File: src/rtl/core/pmks_pkg.sv
// ============================================================================
// pmks_pkg
// Shared types and constants for the point-mass kinematic step block.
// ============================================================================
package pmks_pkg;

    localparam int unsigned WORD_W = 32;
    localparam int unsigned CFG_W  = 31;
    localparam int unsigned DT_W   = 21;
    localparam int unsigned OP_W   = 3;

    localparam logic [OP_W-1:0] OP_GRAVITY = 3'd0;
    localparam logic [OP_W-1:0] OP_ADD     = 3'd1;
    localparam logic [OP_W-1:0] OP_REMOVE  = 3'd2;
    localparam logic [OP_W-1:0] OP_STEP    = 3'd3;
    localparam logic [OP_W-1:0] OP_CLEAR   = 3'd4;

    localparam logic [1:0] REG_GRAVITY = 2'd0;
    localparam logic [1:0] REG_MASS    = 2'd1;
    localparam logic [1:0] REG_WIDTH   = 2'd2;

    localparam logic [CFG_W-1:0] GRAVITY_RST = 31'd642253;
    localparam logic [CFG_W-1:0] MASS_RST    = 31'd65536;
    localparam logic [CFG_W-1:0] WIDTH_RST   = 31'd6553600;

    localparam logic signed [WORD_W-1:0] HALF_Q = 32'sd32768;

    typedef logic signed [WORD_W-1:0] t_word;

    // saturate a 66-bit signed value to 32 bits
    function automatic t_word sat32(input logic signed [65:0] v);
        t_word res;
        if (v > 66'sd2147483647) begin
            res = 32'sh7fffffff;
        end else if (v < -66'sd2147483648) begin
            res = 32'sh80000000;
        end else begin
            res = v[31:0];
        end
        return res;
    endfunction

endpackage

File: src/rtl/core/pmks_div.sv
// ============================================================================
// pmks_div
// Restoring divider: signed 48-bit dividend by unsigned 31-bit divisor,
// one quotient bit per cycle, truncated toward zero.
// ============================================================================
module pmks_div
    import pmks_pkg::*;
(
    input  logic                     i_clk,
    input  logic                     i_rst_n,
    input  logic                     i_start,
    input  logic signed [WORD_W-1:0] i_num,
    input  logic [CFG_W-1:0]         i_den,
    output logic                     o_done,
    output logic signed [WORD_W-1:0] o_quot
);

    localparam int unsigned NW = 48;

    logic [NW-1:0] r_q;
    logic [CFG_W:0] r_rem;
    logic [5:0]    r_cnt;
    logic          r_busy;
    logic          r_neg;
    logic [CFG_W-1:0] r_den;

    logic [CFG_W+1:0] w_trial;
    logic [CFG_W:0]   w_shift;
    logic [WORD_W-1:0] w_mag;
    logic signed [65:0] w_sq;

    // unsigned magnitude; -2^31 gives 0x80000000, which is still exact
    assign w_mag   = i_num[WORD_W-1] ? (32'd0 - i_num) : i_num;
    assign w_shift = {r_rem[CFG_W-1:0], r_q[NW-1]};
    assign w_trial = {1'b0, w_shift} - {2'b00, r_den};

    always_ff @(posedge i_clk) begin
        if (!i_rst_n) begin
            r_busy <= 1'b0;
            o_done <= 1'b0;
        end else begin
            o_done <= 1'b0;
            if (i_start) begin
                r_busy <= 1'b1;
                r_cnt  <= 6'd0;
                r_rem  <= '0;
                r_q    <= {w_mag, 16'd0};
                r_neg  <= i_num[WORD_W-1];
                r_den  <= i_den;
            end else if (r_busy) begin
                if (!w_trial[CFG_W+1]) begin
                    r_rem <= w_trial[CFG_W:0];
                    r_q   <= {r_q[NW-2:0], 1'b1};
                end else begin
                    r_rem <= w_shift;
                    r_q   <= {r_q[NW-2:0], 1'b0};
                end
                r_cnt <= r_cnt + 6'd1;
                if (r_cnt == 6'(NW - 1)) begin
                    r_busy <= 1'b0;
                    o_done <= 1'b1;
                end
            end
        end
    end

    // quotient magnitude is up to 48 bits; sign applied, then saturated
    logic signed [65:0] w_mq;
    assign w_mq = $signed({18'd0, r_q});
    assign w_sq = r_neg ? -w_mq : w_mq;
    assign o_quot = sat32(w_sq);

endmodule

File: config.mk
export PLATFORM = sky130hd
export DESIGN_NAME = pmks_div
export DESIGN_NICKNAME = d
export VERILOG_FILES = /design/src/rtl/core/pmks_pkg.sv /design/src/rtl/core/pmks_div.sv
export SDC_FILE = /design/constraint.sdc
export NUM_CORES = 1
export LEC_CHECK = 0
export ABC_CLOCK_PERIOD_IN_PS = 9910
export BUFFER_PORTS_ARGS = -buffer_cell sky130_fd_sc_hd__buf_2
export CORE_MARGIN = 3
export CORE_UTILIZATION = 60
export CTS_BUF_LIST = sky130_fd_sc_hd__clkbuf_8
export CTS_CLUSTER_SIZE = 12
export DETAILED_ROUTE_END_ITERATION = 12
export PLACE_DENSITY = 0.91
export REMOVE_ABC_BUFFERS = 1
export SLEW_MARGIN = 20
export SYNTH_ARGS = -nofsm -noshare
export SYNTH_HDL_FRONTEND = slang
export SYNTH_SLANG_ARGS = --single-unit
export TNS_END_PERCENT = 20
File: constraint.sdc
create_clock -name i_clk -period 9.91 [get_ports i_clk]
set_input_delay 1.4865 -clock i_clk [delete_from_list [all_inputs] [get_ports i_clk]]
set_output_delay 1.4865 -clock i_clk [all_outputs]
set_load 0.01 [all_outputs]
# Word-level counts from Yosys, hierarchy flattened
# Cells that the tools add are included.
# totals
ff_bits	119
output_inout_bits	33
# classes
add_sub_neg	4
n_lt_le_gt_ge	2
n_eq_ne	1
mux	14
n_bitwise	2
reduce_logical	4
# ops
cell	count
$mux 32	3
$mux 48	2
$gt 66x32->1 const B	1
$lt 66x32->1 const B	1
$mux 66	1
$neg 48->66	1
$mux 31	2
$sub 32x31->33	1
$sub 1x32->32 const A	1
$add 6x1->6 const B	1
$eq 6x6->1 const B	1
$mux 6	1
$mux 1	5
$reduce_and 2->1	2
$reduce_or 3->1	1
$not 1->1	2
$reduce_bool 2->1	1

# Logic depth before layout (Yosys ltp)
# Gate-level depths: netlist (run 1).
# depth
ltp_word	5
mapped_depth	14

# Least setup slack after synthesis (run 1)
# Ideal clock, no wire load.
# synth_timing
path_kind	register to output
startpoint	reg r_q[15]
endpoint	out o_quot[21]
arrival_ns	3.274
t_required_ns	8.424
slack_ns	5.149
stages_incl_launch_ff	13
n_path_buf	2
cell_sequence	edfxtp_1 -> or4_4 -> nor4_4 -> and3_1 -> buf_6 -> nand2_4 -> or4_4 -> nand2_1 -> nand4_1 -> or4_4 -> o21bai_4 -> buf_6 -> o21ai_1
# synth_via
elab_chain_len	5
# synth_lines
element	line	rtl
from (decl)	pmks_div.sv:20	logic [NW-1:0] r_q;
from (signal assigned)	pmks_div.sv:47	r_q <= {w_mag, 16'd0};
from (signal assigned)	pmks_div.sv:53	r_q <= {r_q[NW-2:0], 1'b1};
from (signal assigned)	pmks_div.sv:56	r_q <= {r_q[NW-2:0], 1'b0};
$neg 48->66	pmks_div.sv:70	assign w_sq = r_neg ? -w_mq : w_mq;
$mux 66 *	pmks_div.sv:70	
$lt 66x32->1	pmks_pkg.sv:35	end else if (v < -66'sd2147483648) begin
$mux 32	pmks_pkg.sv:35	
$mux 32 *	pmks_pkg.sv:33	if (v > 66'sd2147483647) begin
to (decl)	pmks_div.sv:15	output logic signed [WORD_W-1:0] o_quot
# Every way passes the cells marked *; elsewhere a longest branch is shown, timed or not.

# Worst setup path in the final report (run 1)
# layout_timing
startpoint	reg r_q[24]
endpoint	out o_quot[19]
# The elaborated chain is that of the path after synthesis.

==> insert_results.sql, run 1 <==
INSERT INTO impl_metrics (metric_group, metric, value, unit) VALUES
('power_and_ir_drop', 'power.density', '158', 'nW/µm²'),
('setup_path', 'timing.critical_path.mode_cell', 'sky130_fd_sc_hd__or4_4', ''),
('place', 'place_congestion', '0.911', ''),
('hold_path', 'holdPathEnd', 'o_done', ''),
('setup_path', 'worstRegToRegCells', '13', ''),
('power_and_ir_drop', 'power.net_switching', '436', 'µW'),
('synth', 'yosys_most_used_dff', 'sky130_fd_sc_hd__edfxtp_1', ''),
('cts', 'numClockSinks', '119', ''),
('die', 'design.core.area', '13300', 'µm²'),
('sta', 'layout_min_cycle_time', '6.08', 'ns'),
('synth', 'postSynthAreaPerCell', '9.63', 'µm²'),
('layout', 'num-nets-final', '1041', ''),
('sta', 'timing.hold.ws', '0.465', 'ns'),
('hold_path', 'worst_hold_path_depth', '2', ''),
('run', 'total_of_max_cap_violations', '0', ''),
('setup_path', 'worst-path-buf-inv', '1', ''),
('routing', 'drt-vias-per-instance', '5.94', ''),
('layout', 'area_used_by_sequential_logic_in_the_layout', '3550', 'µm²'),
('grt', 'grt.total_usage', '24.3', '%'),
('run_status', 'status', 'complete, no violations', ''),
('sta', 'finalSetupTns', '0', 'ns'),
('synth', 'synth_enable_flop_cells', '117', ''),
('routing', 'drt-initial-drc-count', '506', ''),
('setup_path', 'timing.critical_path.max_delay_family', 'simple AND/OR/NAND/NOR gates', ''),
('cts', 'cts_tree', 'built', ''),
('setup_path', 'critPathRequiredTime', '8.42', 'ns'),
('synth', 'netlist_instances', '856', ''),
('power_and_ir_drop', 'power.switching_fraction', '29.9', '%'),
('setup_path', 'worstPathArrival', '4.59', 'ns'),
('routing', 'detail-route-antenna-nets', '0', ''),
('setup_path', 'cp_slowest_stage_delay', '0.64', 'ns'),
('synth', 'synth_cell_type_count', '69', ''),
('cts', 'cts.clk_slew.worst_paths', '0.07', 'ns'),
('synth', 'ys_ff_latch', '119', ''),
('power_and_ir_drop', 'ir_drop', '81.7', 'µV'),
('grt', 'pin_count_of_the_biggest_net_entering_global_routing', '68', ''),
('sta', 'unrepaired_setup_endpoints_after_global_routing', 'false', ''),
('power_and_ir_drop', 'internal-power', '1020', 'µW'),
('die', 'std_cell_rows', '42', ''),
('cts', 'ctsRootBufferMaster', 'sky130_fd_sc_hd__clkbuf_8', ''),
('sta', 'fmaxAchievable', '0.165', 'GHz'),
('die', 'starting_density', '61.7', '%'),
('setup_path', 'regToRegSetupSlack', '5.89', 'ns'),
('grt', 'grt_pass1_vias', '6247', ''),
('die', 'die_area', '15200', 'µm²'),
('layout', 'final.fill_count', '1028', ''),
('place', 'io_port_bufs', '98', ''),
('setup_path', 'critPathMaxFanout', '31', ''),
('power_and_ir_drop', 'pwr-share-comb', '25.0', '%'),
('routing', 'detailroute.via_count', '6709', ''),
('power_and_ir_drop', 'power.share.clock', '31.3', '%'),
('setup_path', 'setup.worst_path.class', 'flip-flop to output port', ''),
('sta', 'finalSetupViolations', '0', ''),
('layout', 'area_growth_syn_to_layout', '12.2', '%'),
('cts', 'cts_hold_repair.buffers', '0', ''),
('sta', 'timing.max_slew.rel_slack', '48.5', '%'),
('die', 'die_x', '123', 'µm'),
('grt', 'grt_antenna_before_repair', '0', ''),
('sta', 'min_setup_slack_post_route', '3.83', 'ns'),
('sta', 'final.setup_skew', '0.0113', 'ns'),
('sta', 'worst_pin_slew', '0.771', 'ns'),
('sta', 'final_max_slew_viol_count', '0', ''),
('place', 'place_ws', '4.38', 'ns'),
('synth', 'netlist_area', '8240', 'µm²'),
('cts', 'postCtsResizedCells', '0', ''),
('layout', 'final_common_cell', 'sky130_fd_sc_hd__edfxtp_1', ''),
('cts', 'cts_buffer_depth', '2', ''),
('layout', 'diodes', '0', ''),
('routing', 'drt_pre_antenna_iters', '5', ''),
('cts', 'cts-htree-levels', '4', ''),
('sta', 'finalCritPeriodShare', '61.3', '%');
cell families after synthesis:
logic type	count (synthesis)	share of synthesized area [%]
buf+inv	83	4.27
xor+xnor	101	10.7
compound gates	230	17.9
mux	13	1.59
fa+ha+maj	35	5.40
flops	119	43.1
simple gates	275	17.0
layer usage:
metal	share of wire [%]	GRT usage [%]
met5	0	0
met3	4.8	4.44
met1	44	31.6
met4	2.5	10.4
met2	49	39.8
worst max path at each step:
stage                         from         end  slack (ns)  cells after the start
after floorplan           r_rem[8]   r_rem[25]        3.81                     10
after global placement     r_q[15]   o_quot[4]        4.49                     11
after detailed placement    r_q[7]  o_quot[19]        4.38                     11
after CTS                  r_q[24]  o_quot[19]        3.86                     11
after global routing        r_q[7]  o_quot[24]        3.57                     10
final                      r_q[24]  o_quot[19]        3.83                     11
per-stage QoR:
step	util [%]	total power, µW	std cells
after global routing	69.3	1530	1129
final	69.3	1460	1129
after global placement	66.2	990	1097
after detailed placement	66.2	1010	1097
after floorplan	-	906	817
after CTS	69.3	1460	1129
Yosys cell counts, drive strengths merged, types with 4 or more instances:
master and count:
a21o 9, a21oi 72, a31o 4, and2 5
and3 7, buf 11, clkbuf 28, edfxtp 117
ha 34, inv 44, mux2i 12, nand2 51
nand2b 7, nand3 12, nand4 9, nor2 105
nor2b 20, nor3 10, nor4 9, o211ai 4
o21a 4, o21ai 69, o31ai 24, o41ai 11
or3 9, or4 19, xnor2 29, xor2 72
flip-flops by register name, summed over array words and instances (netlist names):
name	flops
r_busy	1
r_rem	31
r_den	31
o_done	1
r_neg	1
r_q	48
r_cnt	6
power groups by stage:
stage	clock (µW)	combinational [µW]	sequential, µW
5_1_grt	486	406	642
2_1_floorplan	0	265	641
3_5_place_dp	0	361	647
3_3_place_gp	0	346	644
6_report	457	364	638
4_1_cts	464	364	637
worst min-delay path: cells and delay by family (launching register included):
family           cells  cell delay (ns)
flip-flops           1             0.33
AND/OR/NAND/NOR      2             0.10
area by class of cell:
| class | instances | share of cell area, % |
|---|---|---|
| multi-input cells | 654 | 47.2 |
| flip-flops and latches | 119 | 38.4 |
| repair buffers | 104 | 5.82 |
| clock buffers | 20 | 2.98 |
| well taps | 176 | 2.38 |
| inverters | 44 | 1.79 |
| clock inverters | 12 | 1.47 |
Note: power is estimated with default switching activity, not from simulation.
==> inputs of run 2 (changes only) <==
Settings changed: ABC_CLOCK_PERIOD_IN_PS 9910 to 5500, CORE_UTILIZATION 60 to 55, PLACE_DENSITY 0.91 to 0.88.
Clock period 9.91 ns to 5.5 ns, I/O delays scaled along.
==> insert_results.sql, run 2 (synthesis results as in run 1) <==
INSERT INTO impl_metrics (metric_group, metric, value, unit) VALUES
('run_status', 'status', 'complete, no violations', ''),
('sta', 'final_max_slew_viol_count', '0', ''),
('routing', 'detail-route-antenna-nets', '0', ''),
('setup_path', 'worst_setup_path_start_kind', 'flip-flop', ''),
('cts', 'insertion_delay', '0.45', 'ns'),
('grt', 'grt_pass1_vias', '6150', ''),
('layout', 'final.fill_count', '1142', ''),
('routing', 'drt-wirelength-per-cell', '15.5', 'µm'),
('power_and_ir_drop', 'seq_power_share', '45.7', '%'),
('place', 'place_ws', '0.849', 'ns'),
('die', 'std_cell_rows', '44', ''),
('sta', 'unrepaired_setup_endpoints_after_global_routing', 'false', ''),
('routing', 'drt-initial-drc-count', '458', ''),
('die', 'design.core.area', '14600', 'µm²'),
('layout', 'top_register', 'r_q', ''),
('setup_path', 'critPathRequiredTime', '4.68', 'ns'),
('cts', 'postCtsResizedCells', '0', ''),
('layout', 'num-nets-final', '1042', ''),
('layout', 'area_growth_syn_to_layout', '11.8', '%'),
('layout', 'multi_input_comb_area', '4360', 'µm²'),
('setup_path', 'setup.worst_path.class', 'flip-flop to output port', ''),
('setup_path', 'endpoint_kind', 'output port', ''),
('power_and_ir_drop', 'ir_drop', '182', 'µV'),
('die', 'die_area', '16500', 'µm²'),
('sta', 'report.final.hold_viol_count', '0', ''),
('die', 'starting_density', '56.5', '%'),
('power_and_ir_drop', 'internal-power', '1740', 'µW'),
('routing', 'detailroute.via_count', '6643', ''),
('routing', 'drc', '0', ''),
('power_and_ir_drop', 'power.density', '274', 'nW/µm²'),
('cts', 'numClockSinks', '119', ''),
('place', 'place_congestion', '0.923', ''),
('setup_path', 'critPathMaxFanout', '31', ''),
('hold_path', 'hold_class', 'flip-flop to flip-flop', ''),
('cts', 'post-cts-setup-buffer-count', '0', ''),
('setup_path', 'worstPathArrival', '4.34', 'ns'),
('layout', 'final_common_cell', 'sky130_fd_sc_hd__edfxtp_1', ''),
('place', 'hpwlAfterDp', '12700', 'µm'),
('grt', 'grt.total_usage', '21.9', '%'),
('routing', 'drt-vias-per-instance', '5.84', ''),
('routing', 'drt_pre_antenna_iters', '5', ''),
('cts', 'cts.clk_slew.worst_paths', '0.08', 'ns'),
('grt', 'wire_length_of_the_first_global_routing_pass', '29300', 'µm'),
('grt', 'global_route.overflow_total', '0', ''),
('sta', 'timing.max_slew.rel_slack', '32.8', '%'),
('layout', 'final_design_area_no_fill', '9210', 'µm²'),
('place', 'io_port_bufs', '98', ''),
('sta', 'worst_pin_slew', '1.01', 'ns'),
('layout', 'diodes', '0', ''),
('cts', 'cts_buffers', '17', ''),
('routing', 'routed_wirelength', '17700', 'µm'),
('layout', 'leading_cell_types_in_the_layout_fill_and_taps_excluded', '117 x sky130_fd_sc_hd__edfxtp_1, 104 x sky130_fd_sc_hd__nor2_1, 97 x sky130_fd_sc_hd__buf_2', ''),
('die', 'die_x', '128', 'µm'),
('run', 'total_of_max_cap_violations', '0', ''),
('cts', 'cts-htree-levels', '4', ''),
('sta', 'finalCritPeriodShare', '93.9', '%'),
('power_and_ir_drop', 'power.net_switching', '782', 'µW'),
('sta', 'min_setup_slack_post_route', '0.335', 'ns'),
('layout', 'post_route_cells_drive_above_1_share', '17.6', '%'),
('grt', 'pin_count_of_the_biggest_net_entering_global_routing', '67', ''),
('sta', 'final.setup_skew', '0.0132', 'ns'),
('cts', 'ctsRootBufferMaster', 'sky130_fd_sc_hd__clkbuf_8', ''),
('layout', 'largest_register_ffs', '48', ''),
('power_and_ir_drop', 'power.share.clock', '28.5', '%'),
('grt', 'grt_antenna_before_repair', '0', ''),
('place', 'dpl_cell_area', '8860', 'µm²'),
('die', 'ios', '99', ''),
('power_and_ir_drop', 'leak', '0.00365', 'µW'),
('cts', 'cts_buffer_depth', '2', ''),
('layout', 'area_used_by_sequential_logic_in_the_layout', '3550', 'µm²'),
('power_and_ir_drop', 'power.switching_fraction', '31.0', '%'),
('cts', 'cts_hold_repair.buffers', '0', ''),
('sta', 'fmaxAchievable', '0.194', 'GHz'),
('cts', 'cts_tree', 'built', ''),
('die', 'floorplan.die.height', '128', 'µm'),
('sta', 'finalSetupViolations', '0', ''),
('power_and_ir_drop', 'pwr-share-comb', '25.7', '%'),
('sta', 'timing.hold.ws', '0.464', 'ns'),
('sta', 'layout_min_cycle_time', '5.17', 'ns'),
('layout', 'largest_registers', 'r_q: 48 flops, r_den: 31 flops, r_rem: 31 flops', '');
[run 2: changes by cell type in the layout (fill, tap and decap cells not counted), sizes merged]
cell	before	now
buf	104	105
bufinv	3	1
clkbuf	20	19
clkinv	4	6
clkinvlp	2	3
[run 2: worst paths after layout]
kind	cells after the start	slack, ns	to	startpoint
worst max-delay path	12	0.33	o_quot[25]	r_q[25]
worst min-delay path	2	0.46	o_done	r_busy
worst max register to register	13	1.33	r_rem[15]	r_q[47]
worst min register to register	2	0.46	o_done	r_busy
[run 2: power by group through the flow]
stage | sequential (µW) | combinational (µW) | clock [µW]
floorplan | 1160 | 477 | 0
global placement | 1170 | 621 | 0
detailed placement | 1170 | 641 | 0
CTS | 1150 | 648 | 733
global route | 1160 | 730 | 771
finish | 1150 | 649 | 719
[run 2: critical path: stages (launching register included)]
cell and delay, ns:
sky130_fd_sc_hd__edfxtp_1 0.45, sky130_fd_sc_hd__or4_1 0.62, sky130_fd_sc_hd__nor4_1 0.39, sky130_fd_sc_hd__and3_1 0.39
sky130_fd_sc_hd__nand2_1 0.19, sky130_fd_sc_hd__o21ai_0 0.24, sky130_fd_sc_hd__xor2_1 0.29, sky130_fd_sc_hd__nand2_1 0.11
sky130_fd_sc_hd__or4_4 0.44, sky130_fd_sc_hd__o21bai_4 0.14, sky130_fd_sc_hd__buf_4 0.33, sky130_fd_sc_hd__o21ai_1 0.13
sky130_fd_sc_hd__buf_2 0.16
[run 2: final cells by class]
cell class / instances / area share, %
clock inverter: 13 / 1.01
sequential: 119 / 38.6
clock buffer: 19 / 2.84
tap: 184 / 2.50
timing repair buffer: 105 / 5.92
multi-input combinational: 654 / 47.4
inverter: 44 / 1.79
[run 2: metrics by stage]
step / TNS, ns / instances / total power, µW / util (%)
after floorplan: -16.23 / 817 / 1630 / -
after global placement: 0 / 1106 / 1790 / 60.7
after detailed placement: 0 / 1106 / 1810 / 60.7
after CTS: 0 / 1138 / 2530 / 63.1
after global routing: 0 / 1138 / 2660 / 63.1
final: 0 / 1138 / 2520 / 63.1
[run 2: metal layers]
| metal | global-route usage, % | wire (µm) | vias to the layer above |
|---|---|---|---|
| li1 | - | - | 3309 |
| met1 | 29.1 | 7770 | 3127 |
| met2 | 35.3 | 8670 | 176 |
| met3 | 4.61 | 813 | 31 |
| met4 | 8.80 | 408 | 0 |
| met5 | 0 | 0 | - |
